==> src/sv/ple_pkg.sv <==
// Shared types and constants for the positional list engine.
`default_nettype none

package ple_pkg;

	localparam int CMD_BITS = 3;
	localparam int POS_BITS = 6;
	localparam int LEN_BITS = 6;

	typedef enum logic [CMD_BITS-1:0] {
		CMD_APPEND  = 3'd0,
		CMD_INSERT  = 3'd1,
		CMD_REMOVE  = 3'd2,
		CMD_GET     = 3'd3,
		CMD_REPLACE = 3'd4
	} ple_cmd_t;

	typedef enum logic [4:0] {
		ST_IDLE = 5'b00001,
		ST_INS  = 5'b00010,
		ST_FILL = 5'b00100,
		ST_REM  = 5'b01000,
		ST_GET  = 5'b10000
	} ple_state_t;

endpackage

`default_nettype wire

==> src/sv/positional_list_engine_top.sv <==
// Top level of the positional list engine: command sequencer around the entry store.
`default_nettype none

// Ordered list of up to CAPACITY entries, addressed by one-based position.
// A command beat is taken when start is high and busy is low; its result
// comes back as a one-cycle done strobe that cannot be held off, so the
// receiver must capture ok, entry_out, length and empty_res on that cycle.
// All entries live in one single-port-write memory with a registered read,
// and every shift moves one entry per cycle through that write port.
// Append, replace, any rejected command and removal of the last entry
// answer from the accept itself; get first reads the entry; insert at p
// moves entries p..count down one, last first, then writes the new one
// (p = count + 1 is an append); remove at p moves the entries after p up
// one. Busy stays high until the cycle the result is registered, so a new
// command may follow in the very cycle its predecessor's done strobe is
// shown. Entries need no clearing after reset: only positions 1..length are ever read.
module positional_list_engine_top
	import ple_pkg::*;
#(
	parameter int CAPACITY   = 32,
	parameter int ENTRY_BITS = 64
) (
	input  wire logic                  clk,
	input  wire logic                  arst_n,
	input  wire logic                  start,
	output logic                       busy,
	input  wire logic [CMD_BITS-1:0]   cmd,
	input  wire logic [POS_BITS-1:0]   position,
	input  wire logic [ENTRY_BITS-1:0] entry_in,
	output logic                       done,
	output logic                       ok,
	output logic [ENTRY_BITS-1:0]      entry_out,
	output logic [LEN_BITS-1:0]        length,
	output logic                       empty_res
);

	localparam int AW = $clog2(CAPACITY);
	localparam int CW = $clog2(CAPACITY + 1);
	localparam logic [POS_BITS:0] CAP_W = (POS_BITS + 1)'(CAPACITY);

	ple_state_t state_q, state_d;
	logic [CW-1:0] cnt_q, cnt_d;
	logic [AW-1:0] idx_q, idx_d;
	logic [AW-1:0] tgt_q;
	logic [ENTRY_BITS-1:0] item_q;

	logic accept;
	logic [POS_BITS:0] pos_w, cnt_w;
	logic ins_ok, pos_ok;
	logic [AW-1:0] tgt;

	logic res_fire, res_ok;
	logic [ENTRY_BITS-1:0] res_entry;

	logic ram_we, ram_re;
	logic [AW-1:0] ram_waddr, ram_raddr;
	logic [ENTRY_BITS-1:0] ram_wdata, ram_rdata;

	logic done_q, ok_q, empty_q;
	logic [ENTRY_BITS-1:0] entry_out_q;
	logic [LEN_BITS-1:0] length_q;

	assign busy   = (state_q != ST_IDLE);
	assign accept = start && !busy;

	// Bounds checks in one extra bit so count + 1 never wraps.
	assign pos_w  = {1'b0, position};
	assign cnt_w  = (POS_BITS + 1)'(cnt_q);
	assign ins_ok = (cnt_w < CAP_W) && (pos_w != '0) && (pos_w <= cnt_w + 1'b1);
	assign pos_ok = (pos_w != '0) && (pos_w <= cnt_w);
	assign tgt    = AW'(pos_w - 1'b1);

	always_comb begin
		state_d   = state_q;
		cnt_d     = cnt_q;
		idx_d     = idx_q;
		res_fire  = 1'b0;
		res_ok    = 1'b0;
		res_entry = '0;
		ram_we    = 1'b0;
		ram_waddr = '0;
		ram_wdata = entry_in;
		ram_re    = 1'b0;
		ram_raddr = '0;

		case (state_q)
			ST_IDLE: begin
				if (accept) begin
					res_fire = 1'b1;
					case (ple_cmd_t'(cmd))
						CMD_APPEND: begin
							if (cnt_w < CAP_W) begin
								ram_we    = 1'b1;
								ram_waddr = AW'(cnt_q);
								cnt_d     = cnt_q + 1'b1;
								res_ok    = 1'b1;
							end
						end
						CMD_INSERT: begin
							if (ins_ok) begin
								if (pos_w == cnt_w + 1'b1) begin
									ram_we    = 1'b1;
									ram_waddr = tgt;
									cnt_d     = cnt_q + 1'b1;
									res_ok    = 1'b1;
								end else begin
									// Walk down from the last entry, one move a cycle.
									res_fire  = 1'b0;
									ram_re    = 1'b1;
									ram_raddr = AW'(cnt_q - 1'b1);
									idx_d     = AW'(cnt_q - 1'b1);
									state_d   = ST_INS;
								end
							end
						end
						CMD_REMOVE: begin
							if (pos_ok) begin
								if (pos_w == cnt_w) begin
									cnt_d  = cnt_q - 1'b1;
									res_ok = 1'b1;
								end else begin
									res_fire  = 1'b0;
									ram_re    = 1'b1;
									ram_raddr = AW'(tgt + 1'b1);
									idx_d     = AW'(tgt + 1'b1);
									state_d   = ST_REM;
								end
							end
						end
						CMD_GET: begin
							if (pos_ok) begin
								res_fire  = 1'b0;
								ram_re    = 1'b1;
								ram_raddr = tgt;
								state_d   = ST_GET;
							end
						end
						CMD_REPLACE: begin
							if (pos_ok) begin
								ram_we    = 1'b1;
								ram_waddr = tgt;
								res_ok    = 1'b1;
							end
						end
						default: begin
							res_ok = 1'b0;
						end
					endcase
				end
			end
			ST_INS: begin
				ram_we    = 1'b1;
				ram_waddr = AW'(idx_q + 1'b1);
				ram_wdata = ram_rdata;
				if (idx_q == tgt_q) begin
					state_d = ST_FILL;
				end else begin
					ram_re    = 1'b1;
					ram_raddr = AW'(idx_q - 1'b1);
					idx_d     = AW'(idx_q - 1'b1);
				end
			end
			ST_FILL: begin
				ram_we    = 1'b1;
				ram_waddr = tgt_q;
				ram_wdata = item_q;
				cnt_d     = cnt_q + 1'b1;
				res_fire  = 1'b1;
				res_ok    = 1'b1;
				state_d   = ST_IDLE;
			end
			ST_REM: begin
				ram_we    = 1'b1;
				ram_waddr = AW'(idx_q - 1'b1);
				ram_wdata = ram_rdata;
				if (idx_q == AW'(cnt_q - 1'b1)) begin
					cnt_d    = cnt_q - 1'b1;
					res_fire = 1'b1;
					res_ok   = 1'b1;
					state_d  = ST_IDLE;
				end else begin
					ram_re    = 1'b1;
					ram_raddr = AW'(idx_q + 1'b1);
					idx_d     = AW'(idx_q + 1'b1);
				end
			end
			ST_GET: begin
				res_fire  = 1'b1;
				res_ok    = 1'b1;
				res_entry = ram_rdata;
				state_d   = ST_IDLE;
			end
			default: begin
				state_d = ST_IDLE;
			end
		endcase
	end

	ple_ram #(
		.DEPTH(CAPACITY),
		.WIDTH(ENTRY_BITS),
		.AW   (AW)
	) u_ram (
		.clk  (clk),
		.we   (ram_we),
		.waddr(ram_waddr),
		.wdata(ram_wdata),
		.re   (ram_re),
		.raddr(ram_raddr),
		.rdata(ram_rdata)
	);

	always_ff @(posedge clk or negedge arst_n) begin
		if (!arst_n) begin
			state_q <= ST_IDLE;
			cnt_q   <= '0;
			done_q  <= 1'b0;
		end else begin
			state_q <= state_d;
			cnt_q   <= cnt_d;
			done_q  <= res_fire;
		end
	end

	// Hold the command operands, the walk pointer and the result; no reset needed.
	always_ff @(posedge clk) begin
		idx_q <= idx_d;
		if (accept) begin
			tgt_q  <= tgt;
			item_q <= entry_in;
		end
		if (res_fire) begin
			ok_q        <= res_ok;
			entry_out_q <= res_entry;
			length_q    <= LEN_BITS'(cnt_d);
			empty_q     <= (cnt_d == '0);
		end
	end

	assign done      = done_q;
	assign ok        = ok_q;
	assign entry_out = entry_out_q;
	assign length    = length_q;
	assign empty_res = empty_q;

	a_state_onehot: assert property (@(posedge clk) disable iff (!arst_n)
		$onehot(state_q))
		else $error("sequencer state not one-hot");

	a_idle_count_stable: assert property (@(posedge clk) disable iff (!arst_n)
		(state_q == ST_IDLE) && !start |=> $stable(cnt_q))
		else $error("length moved without a command");

	a_get_answers: assert property (@(posedge clk) disable iff (!arst_n)
		(state_q == ST_GET) |=> done && ok)
		else $error("get read did not produce a result");

	a_ins_not_full: assert property (@(posedge clk) disable iff (!arst_n)
		(state_q == ST_INS) || (state_q == ST_FILL) |-> ((CW + 1)'(cnt_q) < (CW + 1)'(CAPACITY)))
		else $error("insert shift running on a full list");

	a_empty_matches: assert property (@(posedge clk) disable iff (!arst_n)
		done |-> (empty_res == (length == '0)))
		else $error("empty flag disagrees with length");

endmodule

`default_nettype wire

==> src/sv/ple_ram.sv <==
// Entry store: one write port, one read port, registered read data.
`default_nettype none

module ple_ram #(
	parameter int DEPTH = 32,
	parameter int WIDTH = 64,
	parameter int AW    = $clog2(DEPTH)
) (
	input  wire logic             clk,
	input  wire logic             we,
	input  wire logic [AW-1:0]    waddr,
	input  wire logic [WIDTH-1:0] wdata,
	input  wire logic             re,
	input  wire logic [AW-1:0]    raddr,
	output logic      [WIDTH-1:0] rdata
);

	logic [WIDTH-1:0] mem [DEPTH];

	always_ff @(posedge clk) begin
		if (we) begin
			mem[waddr] <= wdata;
		end
	end

	always_ff @(posedge clk) begin
		if (re) begin
			rdata <= mem[raddr];
		end
	end

endmodule

`default_nettype wire
==> config.mk <==
export PLATFORM = sky130hd
export DESIGN_NAME = positional_list_engine_top
export DESIGN_NICKNAME = d
export VERILOG_FILES = /design/src/sv/ple_pkg.sv /design/src/sv/positional_list_engine_top.sv /design/src/sv/ple_ram.sv
export SDC_FILE = /design/constraint.sdc
export NUM_CORES = 2
export LEC_CHECK = 0
export ABC_AREA = 1
export BUFFER_PORTS_ARGS = -buffer_cell sky130_fd_sc_hd__buf_2
export CORE_ASPECT_RATIO = 0.5
export CORE_MARGIN = 3
export CORE_UTILIZATION = 45
export DETAILED_ROUTE_END_ITERATION = 8
export GPL_TIMING_DRIVEN = 0
export PLACE_DENSITY_LB_ADDON = 0.12
export SYNTH_ARGS = -nofsm -noshare
export SYNTH_HDL_FRONTEND = slang
export SYNTH_SLANG_ARGS = --single-unit
==> constraint.sdc <==
create_clock -name clk -period 10.6 [get_ports clk]
set_clock_uncertainty 0.05 [all_clocks]
set_input_delay 1.59 -clock clk [delete_from_list [all_inputs] [get_ports clk]]
set_output_delay 1.59 -clock clk [all_outputs]
set_load 0.02 [all_outputs]
==> results.py <==
metrics = {
    "outcome": {
        "outcome": "finished, violations left",
        "violations": "max-capacitance violations",
    },
    "pwr": {
        "power_density_mw_per_mm2": 279,
        "p_clk_frac": 0.241,
        "pwr-share-comb": 0.366,
        "seqPwrFrac": 0.393,
        "leakagePower_nw": 39.6,
        "p_sw_frac": 0.391,
        "ir_drop_v": 0.000163,
        "p_int_mw": 18.6,
        "switchingPower_mw": 11.9,
    },
    "worst_setup_path": {
        "crit_type": "flip-flop to flip-flop",
        "cp_slowest_cell": "buf_2",
        "cp.arrival_ns": 6.43,
        "slowest_delay_ns": 0.82,
        "worst_setup_path_start_kind": "flip-flop",
        "worst-path-buf-inv": 5,
        "worstPathCellList": "inv_2 > ha_1 > inv_1 > ha_1 > nand2_1 > nor2_1 > nand2_2 > ha_1 > nor3b_1 > nand2_1 > nand3_1 > nand2_4 > buf_4 > buf_2 > buf_2 > nand3_1 > nand3_1 > nand3_1 > nand2_1 > nand2_1 > nand2_1 > nand2_1 > nand2_1",
        "crit_path_end_kind": "flip-flop",
        "cp_common_cell": "nand2_1",
        "worstPathMaxFanout": 12,
        "crit_family": "buffers and inverters",
        "required_ns": 11.24,
    },
    "floorplanning": {
        "die-height_um": 330,
        "io-pin-count": 150,
        "rows": 118,
        "start_util": 0.455,
        "die_w_um": 654,
        "die-area_mm2": 0.216,
        "core-area_mm2": 0.208,
    },
    "routing": {
        "drt-initial-drc-count": 10900,
        "wl_mm": 343,
        "via_per_inst": 6.01,
        "vias": 69100,
        "ant_nets": 0,
        "wl_per_cell_um": 29.8,
        "drt-pass1-iter-count": 6,
        "post-route-drc-count": 0,
    },
    "placement": {
        "io_buffer_count": 148,
        "pre_cts_ws_ns": 4.45,
        "gp_congestion": 0.919,
        "hpwl_mm": 240,
        "dp_cells": 11100,
    },
    "finish": {
        "multi_input_area_mm2": 0.0238,
        "drive_above_1_share": 0.130,
        "fin_cells": 11500,
        "syn_to_final_growth_pct": 15.4,
        "final_common_cell": "nand3_1",
        "seq_area_mm2": 0.0681,
        "nets": 8636,
        "final_cell_mix": "nand3_1, edfxtp_1, nand2_1, buf_2, clkbuf_16",
        "fill_cells": 17800,
    },
    "synthesis": {
        "muxShareOfSynthArea": 0,
        "synth_edf_count": 2258,
        "synth_warnings": 0,
        "synth_compound_area_frac": 0.0135,
        "synth_top_family_by_area": "simple AND/OR/NAND/NOR gates",
        "synth_top_area_cell": "edfxtp_1",
        "synth-seq-cells": 2270,
        "synth_fa_ha_area_frac": 0.00278,
        "ys_types": 53,
        "syn_inst": 8035,
        "async_flop_share": 0.00529,
        "synth_area_leaders": "edfxtp_1, nand3_1, nand2_1",
        "syn_area_mm2": 0.0946,
        "seq_area_frac_synth": 0.720,
        "synthSimpleGateAreaFrac": 0.226,
        "yosys.area.top_type_share": 0.717,
        "synthesis.nets": 8132,
        "syn_avg_cell_area_um2": 11.8,
        "synthXorXnorAreaFrac": 0.00157,
        "synth_flop_cell": "edfxtp_1",
    },
    "clocking": {
        "path_clk_slew_ns": 0.07,
        "cts_buffers": 209,
        "clkLatencyLatePin_ns": 0.87,
        "cts_resized": 0,
        "htree_num_levels": 4,
        "tritoncts": "built",
        "cts_buffer_depth": 4,
        "post_cts_buffers": 0,
        "cts_sinks": 2270,
        "cts-root-buf": "clkbuf_16",
        "hold_buffers": 0,
    },
    "sta": {
        "hold_ws_ns": 0.493,
        "hold_violations": 0,
        "setup_ws_ns": 4.81,
        "fmax_mhz": 173,
        "period_share": 0.546,
        "worst_pin_slew_ns": 1.50,
        "slew_headroom": 0.00180,
        "drv_slew": 0,
        "period_needed_ns": 5.79,
        "setup_viol": 0,
        "rsz0062_at_grt": "no",
    },
    "global_route": {
        "grt_pass1_wl_mm": 471,
        "grt_usage": 0.312,
        "gr-total-overflow": 0,
        "grt_pass1_vias": 62700,
        "grt_max_degree": 58,
        "antenna_found_initial": 42,
    },
    "hold_path": {
        "hold_class": "flip-flop to flip-flop",
    },
    "job": {
        "cap_violations": 1,
    },
}
## sequential cells by signal, indices dropped and copies added, names as in the netlist, 5 cells and up
register,cells
entry_out,64
cnt_q,6
u_ram.rdata,64
length,6
u_ram.mem,2048
idx_q,5
tgt_q,5
item_q,64
state_q,5
## tightest hold or removal path, stage by stage, from the launching register on
cell and delay (ns):
dfstp_2 0.40, nand2_1 0.06, o21ai_0 0.07
## metrics by stage
step	area (um2)	power [mW]	TNS [ns]	util
floorplan	94600	17.8	0	-
global placement	98700	22.4	-759.26	0.475
detailed placement	103000	23.0	0	0.494
CTS	109000	30.2	0	0.524
global route	109000	31.5	0	0.524
finish	109000	30.5	0	0.525
## area by class of cell
class	count	area share
sequential	2270	0.624
multi-input combinational	5023	0.218
clock buffer	259	0.0504
timing repair buffer	293	0.0354
tap	2760	0.0317
buffer	583	0.0258
clock inverter	95	0.00709
inverter	159	0.00554
antenna	57	0.00131
## worst paths after layout
kind	start	end	slack, ns	depth (start not counted)
min	state_q[0]	state_q[0]	0.49	2
min in group asynchronous	arst_n	state_q[2]	0.57	1
max reg2reg	cnt_q[0]	u_ram.rdata[63]	4.81	23
max	cnt_q[0]	u_ram.rdata[63]	4.81	23
max in group asynchronous	arst_n	state_q[0]	9.64	1
min reg2reg	state_q[0]	state_q[0]	0.49	2
## synthesized netlist by cell type, types with 15 or more instances
master    count
edfxtp_1   2258
clkbuf_1    128
buf_4        15
a21oi_1      15
inv_1       144
buf_1        33
nand3_1    2595
o21ai_0      91
buf_2       399
nor2_1      156
nand2_1    1990
a22oi_1      66
xor2_1       15
ha_1         21
## logic make-up (layout without fill, tap and decap cells)
family / count (synthesis) / in the layout
compound gates: 206 / 206
xor+xnor: 17 / 17
fa+ha+maj: 21 / 21
buf+inv: 742 / 1389
flops: 2270 / 2270
other cells: 0 / 57
simple gates: 4779 / 4779
## routing by layer
layer / vias up / wire length [um] / global-route usage
li1: 30100 / - / -
met1: 34200 / 141000 / 0.459
met2: 4276 / 143000 / 0.442
met3: 519 / 47200 / 0.0920
met4: 10 / 11000 / 0.105
met5: - / 70 / 0
## power by group through the flow
stage          logic (mW)  clock network [mW]  registers, mW
3_5_place_dp         10.9                   0           12.2
6_report             11.2                7.33           12.0
5_1_grt              11.8                7.71           12.0
4_1_cts              10.9                7.34           12.0
3_3_place_gp         9.85                   0           12.6
2_1_floorplan        5.41                   0           12.4
Note: power is estimated with default switching activity, not from simulation.
